<file path="src/sv/ntwa_pkg.sv">
// Package: types, constants and codes shared by the neighbour table modules.
`default_nettype none
package ntwa_pkg;
	localparam int CAPACITY = 16;
	localparam int SLOT_W = (CAPACITY > 1) ? $clog2(CAPACITY) : 1;
	localparam int CNT_W = $clog2(CAPACITY + 1);
	localparam int MAXOUT = 16;
	localparam int QDEPTH = 2;

	typedef enum logic [2:0] {
		K_HELLO  = 3'd0,
		K_PURGE  = 3'd1,
		K_LOOKUP = 3'd2,
		K_REMOVE = 3'd3,
		K_CLEAR  = 3'd4,
		K_LIST   = 3'd5
	} kind_e;

	localparam logic [2:0] ST_OK       = 3'd0;
	localparam logic [2:0] ST_SELF     = 3'd1;
	localparam logic [2:0] ST_MISMATCH = 3'd2;
	localparam logic [2:0] ST_FULL     = 3'd3;
	localparam logic [2:0] ST_NOTFOUND = 3'd4;

	localparam logic REG_OWN_ID  = 1'b0;
	localparam logic REG_TIMEOUT = 1'b1;

	typedef struct packed {
		logic [2:0]  kind;
		logic [31:0] sender_id;
		logic [31:0] sender_lane;
		logic [31:0] sender_road;
		logic signed [31:0] sender_pos_x;
		logic signed [31:0] sender_pos_y;
		logic signed [31:0] sender_speed;
		logic [7:0]  sender_direction;
		logic [31:0] my_lane;
		logic [7:0]  my_direction;
		logic [31:0] now_time;
	} cmd_t;

	typedef struct packed {
		logic [2:0]  status;
		logic        found;
		logic [8:0]  removed_count;
		logic [31:0] entry_id;
		logic [31:0] entry_lane;
		logic [31:0] entry_road;
		logic signed [31:0] entry_pos_x;
		logic signed [31:0] entry_pos_y;
		logic signed [31:0] entry_speed;
		logic [7:0]  entry_direction;
		logic [31:0] entry_seen;
		logic        last;
	} result_t;

	// Classified command passed from front to back.
	typedef enum logic [2:0] {
		OP_REPLY,
		OP_HELLO,
		OP_PURGE,
		OP_LOOKUP,
		OP_REMOVE,
		OP_CLEAR,
		OP_LIST
	} op_e;

	typedef struct packed {
		op_e        op;
		logic [2:0] status;
		cmd_t       cmd;
	} job_t;

	typedef struct packed {
		logic [31:0] id;
		logic [31:0] lane;
		logic [31:0] road;
		logic [31:0] pos_x;
		logic [31:0] pos_y;
		logic [31:0] speed;
		logic [7:0]  direction;
		logic [31:0] seen;
	} entry_t;

	typedef enum logic [2:0] {
		B_IDLE,
		B_SCAN,
		B_ACT,
		B_READ,
		B_EMIT,
		B_LSCAN,
		B_LEMIT
	} bstate_e;
endpackage
`default_nettype wire

</file>
<file path="src/sv/ntwa_front.sv">
// Front end: command accept, hello pre-checks and job queue.
`default_nettype none
module ntwa_front (
	input  wire logic           clk,
	input  wire logic           arst_n,
	input  wire logic           start,
	input  wire ntwa_pkg::cmd_t cmd,
	input  wire logic [31:0]    own_id,
	output logic                busy,
	output logic                job_valid,
	output ntwa_pkg::job_t      job,
	input  wire logic           job_pop
);
	ntwa_pkg::job_t q_mem_q [ntwa_pkg::QDEPTH];
	logic           wp_q, rp_q;
	logic [1:0]     cnt_q;
	ntwa_pkg::job_t nj;
	logic           push;

	assign busy = (cnt_q == 2'(ntwa_pkg::QDEPTH));
	assign push = start && !busy;
	assign job_valid = (cnt_q != 2'd0);
	assign job = q_mem_q[rp_q];

	always_comb begin
		nj.cmd = cmd;
		nj.status = ntwa_pkg::ST_OK;
		unique case (cmd.kind)
			ntwa_pkg::K_HELLO: begin
				if (cmd.sender_id == own_id) begin
					nj.op = ntwa_pkg::OP_REPLY;
					nj.status = ntwa_pkg::ST_SELF;
				end else if (cmd.sender_lane != cmd.my_lane ||
					cmd.sender_direction != cmd.my_direction) begin
					nj.op = ntwa_pkg::OP_REPLY;
					nj.status = ntwa_pkg::ST_MISMATCH;
				end else begin
					nj.op = ntwa_pkg::OP_HELLO;
				end
			end
			ntwa_pkg::K_PURGE:  nj.op = ntwa_pkg::OP_PURGE;
			ntwa_pkg::K_LOOKUP: nj.op = ntwa_pkg::OP_LOOKUP;
			ntwa_pkg::K_REMOVE: nj.op = ntwa_pkg::OP_REMOVE;
			ntwa_pkg::K_CLEAR:  nj.op = ntwa_pkg::OP_CLEAR;
			ntwa_pkg::K_LIST:   nj.op = ntwa_pkg::OP_LIST;
			default:            nj.op = ntwa_pkg::OP_REPLY;
		endcase
	end

	always_ff @(posedge clk) begin
		if (push) q_mem_q[wp_q] <= nj;
	end

	always_ff @(posedge clk or negedge arst_n) begin
		if (!arst_n) begin
			wp_q <= 1'b0;
			rp_q <= 1'b0;
			cnt_q <= 2'd0;
		end else begin
			if (push) wp_q <= ~wp_q;
			if (job_pop) rp_q <= ~rp_q;
			cnt_q <= cnt_q + 2'(push) - 2'(job_pop);
		end
	end

	a_no_overflow: assert property (@(posedge clk) disable iff (!arst_n)
		cnt_q <= 2'(ntwa_pkg::QDEPTH)) else $error("queue overflow");
	a_pop_valid: assert property (@(posedge clk) disable iff (!arst_n)
		job_pop |-> job_valid) else $error("pop of empty queue");
	a_full_busy: assert property (@(posedge clk) disable iff (!arst_n)
		(cnt_q == 2'(ntwa_pkg::QDEPTH)) |-> busy) else $error("busy missing");
endmodule
`default_nettype wire

</file>
<file path="config.mk">
export PLATFORM = sky130hd
export DESIGN_NAME = ntwa_front
export DESIGN_NICKNAME = d
export VERILOG_FILES = /design/src/sv/ntwa_pkg.sv /design/src/sv/ntwa_front.sv
export SDC_FILE = /design/constraint.sdc
export NUM_CORES = 1
export LEC_CHECK = 0
export ABC_AREA = 1
export CORE_AREA = 2 2 229 231
export CTS_BUF_LIST = sky130_fd_sc_hd__clkbuf_8 sky130_fd_sc_hd__clkbuf_16
export DETAILED_ROUTE_END_ITERATION = 12
export DIE_AREA = 0 0 231 233
export DONT_BUFFER_PORTS = 1
export GPL_TIMING_DRIVEN = 0
export PLACE_DENSITY = 0.66
export SETUP_SLACK_MARGIN = 0.1
export SKIP_LAST_GASP = 1
export SLEW_MARGIN = 20
export SYNTH_ARGS = -nofsm -noshare
export SYNTH_HDL_FRONTEND = slang
export SYNTH_SLANG_ARGS = --single-unit
export TNS_END_PERCENT = 1
</file>
<file path="constraint.sdc">
create_clock -name clk -period 12 [get_ports clk]
set_input_delay 0 -clock clk [delete_from_list [all_inputs] [get_ports clk]]
set_output_delay 0 -clock clk [all_outputs]
set_load 0.01 [all_outputs]
</file>
[Word-level counts from Yosys, hierarchy flattened]
Memories as Yosys holds them, arrays and structs flattened.
Index checks and enable logic that the tools add are counted.
Widths: inputs -> output; s select.
Word-level totals
  register bits: 4
  logic and storage cells: 29
  output and inout port bits: 283
  bits in writable memories: 562
  memories: 1
  input bits: 311
Operators by class
  eq/ne operators: 9
  bitwise gates (word level): 2
  reduce and logical (&&, ||, !) cells: 5
  $add $sub $neg: 2
  muxes and demuxes: 7
Memories
  q_mem_q: depth 2, width 281, read ports 1, clocked after memory_dff 0, write ports 1, line ntwa_front.sv:14  | ntwa_pkg::job_t q_mem_q [ntwa_pkg::QDEPTH];
Operator list (count)
  $eq 32x32->1: 1
  $ne 32x32->1: 1
  $pmux 3 s6: 1
  $ne 8x8->1: 1
  $eq 3x2->1 const B: 2
  $eq 3x3->1 const B: 2
  $mux 6: 1
  $eq 3x1->1 const B: 1
  $logic_not 3->1: 1
  $mux 1: 3
  $mux 3: 1
  $add 2x1->2: 1
  $eq 2x2->1 const B: 1
  $mux 2: 1
  $not 1->1: 2
  $reduce_bool 2->1: 1
  $sub 2x1->2: 1
  $logic_and 1x1->1: 1
  $logic_not 1->1: 1
  $logic_or 1x1->1: 1

[Depth between registers and ports, before layout]
  word-level depth: 5
  gate-level depth with buffers: 11
  depth with buffers taken out: 11

[Worst setup path before layout]
OpenSTA, ideal clock, no wires.
  path kind: register to register
  from: register cnt_q[1]
  to: memory q_mem_q[0][0] in the netlist's numbering (enable)
  clock period less this slack: 13.096 ns
  buffers on the path: 0
  data required time: 11.073 ns
  arrival: 12.169 ns
  library setup time: 0.927 ns
  stages on the path, launching flop included: 4
  setup slack: -1.096 ns
  path through: dfrtp_1 > inv_1 > o21ai_1 > nor2_1
On the way
  word-level cells in the longest chain between the ends: 5
RTL lines
  from (decl): line ntwa_front.sv:16  | logic [1:0] cnt_q;
  from (signal assigned): line ntwa_front.sv:62  | cnt_q <= cnt_q + 2'(push) - 2'(job_pop);
  $eq 2x2->1: line ntwa_front.sv:20  | assign busy = (cnt_q == 2'(ntwa_pkg::QDEPTH));
  $logic_not 1->1: line ntwa_front.sv:21  | assign push = start && !busy;
  $logic_and 1x1->1: line ntwa_front.sv:21
  $mux 1: line ntwa_front.sv:51  | if (push) q_mem_q[wp_q] <= nj;
  $mux 1 (implied by the code): line ntwa_front.sv:51
  to (decl): line ntwa_front.sv:14
Every way passes these cells.

==> flow_metrics.env <==
export IMPL_status="complete, no violations"
export IMPL_slew_violations=0
export IMPL_worst_slew_pin_slew_ps=694
export IMPL_yosysWarnings=0
export IMPL_cts_tree="built"
export IMPL_placementRows=83
export IMPL_cp_arrival_ps=4020
export IMPL_ys_seq_elements=564
export IMPL_cp_startpoint="cmd[252]"
export IMPL_finClkSkew_ps=19.0
export IMPL_min_period_over_period_pct=29.8
export IMPL_cap_viol_max_count=0
export IMPL_startpoint_type="input pin"
export IMPL_wl_per_cell_um=23.7
export IMPL_dieArea_um2=53800
export IMPL_cts_buffer_depth=3
export IMPL_vias_per_cell=5.06
export IMPL_critPathSlowestCell="dlygate4sd3_1"
export IMPL_synth_cell_types=21
export IMPL_slew_headroom_pct=53.6
export IMPL_finalInstanceArea_um2=28000
export IMPL_core_um2=51100
export IMPL_reg2reg_from="cnt_q[1]"
export IMPL_clock_sinks=564
export IMPL_via_count=11462
export IMPL_yosys_area_top_type_share_pct=76.4
export IMPL_crit_path_end_kind="register"
export IMPL_cts_resized=0
export IMPL_rsz0062_at_grt="no"
export IMPL_final_core_util_pct=54.8
export IMPL_period_needed_ps=3580
export IMPL_synth_nets=1485
export IMPL_finalWirelength_mm=53.7
export IMPL_synth_area_leaders="edfxtp_1 (76%), mux2_2 (9.7%), mux2_4 (6.1%)"
export IMPL_hp_start="cmd[222]"
export IMPL_dieHeight_um=233
export IMPL_crit_buf_inv=7
export IMPL_required_ps=12450
export IMPL_antenna_found_initial=2
export IMPL_grt_pass1_vias=12029
export IMPL_cts_setup_buffers=0
export IMPL_layout_nets=1852
export IMPL_cp_max_fo=4
export IMPL_dr_pass1_iters=5
export IMPL_netlist_area_um2=22000
export IMPL_clock_root_buffer="clkbuf_16"
export IMPL_hold_buffers=285
export IMPL_hold_class="in -> reg"
export IMPL_ctsHtreeMaxLevel=2
export IMPL_place_area_um2=23400
export IMPL_max_freq_mhz=280
export IMPL_port_buffers=0
export IMPL_synth_cells=1172
export IMPL_clk_latency_ps=600
export IMPL_power_density_nw_per_um2=228
export IMPL_die_w_um=231
export IMPL_p_leak_nw=10.1
export IMPL_yosysSeqAreaShare_pct=76.9
export IMPL_syn_avg_cell_area_um2=18.8
export IMPL_drive_gt1_share_pct=26.3
export IMPL_overflow=0
export IMPL_remaining_drc_errors=0
export IMPL_fillCellCount=3879
export IMPL_top_level_ports=594
export IMPL_track_usage_pct=19.1
export IMPL_place_detailed_hpwl_mm=36.4
export IMPL_drt_initial_drc_count=713
export IMPL_slowest_delay_ps=620
export IMPL_hold_viol=0
export IMPL_crit_top_cell="dlygate4sd3_1"
export IMPL_setup_viol=0
export IMPL_worst_setup_path_type="in -> reg"
export IMPL_place_gp_congestion=0.843
export IMPL_grt_max_degree=29
export IMPL_numCtsBuffers=56
export IMPL_ant_nets=0
export IMPL_clk_pin_slew_ps=60
export IMPL_cpLargestDelayFamily="buffers and inverters"
export IMPL_synthToLayoutAreaGrowth_pct=27.2
export IMPL_grt_pass1_wl_mm=76.1
export IMPL_start_util_pct=43.1
export IMPL_ir_drop_v=0.000134
export IMPL_crit_chain="dlygate4sd3_1 -> inv_1 -> nand2_1 -> nand2_1 -> nor2_1 -> dlygate4sd3_1 -> nand2_1 -> dlygate4sd3_1 -> nor2_1 -> dlygate4sd3_1 -> nand2_1 -> dlygate4sd3_1 -> nor3_1 -> dlygate4sd3_1"
export IMPL_synth_top_cell_by_area="edfxtp_1"
==> cell families after synthesis <==
group,Yosys count,synth area share (%)
XOR/XNOR,39,1.55
adder cells (fa/ha/maj),2,0.114
AO/OA/AOI/OAI,7,0.159
buffers and inverters,97,2.26
flip-flops,564,76.9
multiplexers,280,15.9
AND/OR/NAND/NOR,182,3.18
other,1,0.0170
==> where the power goes <==
part | leakage, nW | internal (mW) | total (mW) | switching [mW]
Clock | 0.887 | 0.932 | 1.65 | 0.718
Combinational | 3.98 | 0.822 | 1.96 | 1.14
Sequential | 5.25 | 2.68 | 2.78 | 0.0942
Total | 10.1 | 4.44 | 6.39 | 1.95
==> routing by layer <==
layer | global-route usage, % | share of wire (%) | vias up
met3 | 6.43 | 8.4 | 104
li1 | - | - | 5105
met2 | 34.6 | 52 | 512
met4 | 7.36 | 3.3 | 2
met1 | 20.6 | 36 | 5739
met5 | 0 | 0.020 | -
==> through the flow <==
stage	setup TNS [ps]	power (mW)	hold WS (ps)	setup slack, ps	cells
floorplan	-614020	4.34	-296	-1100	1172
finish	0	6.39	53.0	8420	2264
global route	0	6.63	29.6	8210	2264
detailed placement	0	4.70	-293	9260	1876
CTS	0	6.45	9.80	8540	2263
global placement	-4260400	4.91	-293	-7670	1852
==> sequential cells by signal, indices dropped and copies added (netlist names) <==
register / flops
wp_q: 1
rp_q: 1
q_mem_q: 560
cnt_q: 2
==> layout by cell type, fill, tap and decap left out, types with 10 or more instances in the layout <==
master,instances
edfxtp_1,560
dlygate4sd3_1,285
mux2_2,190
nand2_1,104
mux2_4,90
inv_1,79
nor2_1,67
clkbuf_16,56
xor2_1,23
xnor2_1,16
buf_12,16
buf_4,12
clkinv_1,11
buf_2,10
buf_6,10
==> Yosys cell counts <==
master	number
buf_6	10
xnor2_1	16
nor2_1	69
edfxtp_1	560
inv_1	65
nor2b_1	1
xor2_1	23
nor3_1	1
ha_1	2
o21ai_0	6
nand3_1	3
buf_2	10
dfrtp_1	4
buf_4	12
nand2_1	104
or2_2	1
o21ai_1	1
mux2_4	90
conb_1	1
mux2_2	190
nand4_1	3
==> worst paths after layout <==
path	end	slack, ps	cells past startpoint
min in group asynchronous	cnt_q[0]	380	2
min reg2reg	cnt_q[0]	570	1
max	q_mem_q[0][275]	8420	14
min	q_mem_q[0][276]	50	7
max reg2reg	q_mem_q[1][6]	9280	8
max in group asynchronous	rp_q	11360	2
==> layout make-up <==
class,count,area [um^2],area share [%]
Clock buffer,56,1400,5.00
Sequential cell,564,16900,60.4
Inverter,65,244,0.871
Clock inverter,46,333,1.19
Multi-Input combinational cell,511,4610,16.5
Tap cell,680,851,3.04
Buffer,32,253,0.902
Timing Repair Buffer,309,3390,12.1
Antenna cell,1,2.50,0.00894
==> worst register-to-register path, delay by kind of cell (launching register included) <==
family | cells | cell delay (ps)
buf+inv | 6 | 1190
simple gates | 1 | 610
flops | 1 | 410
compound gates | 1 | 190
(Power assumes the default switching activity.)
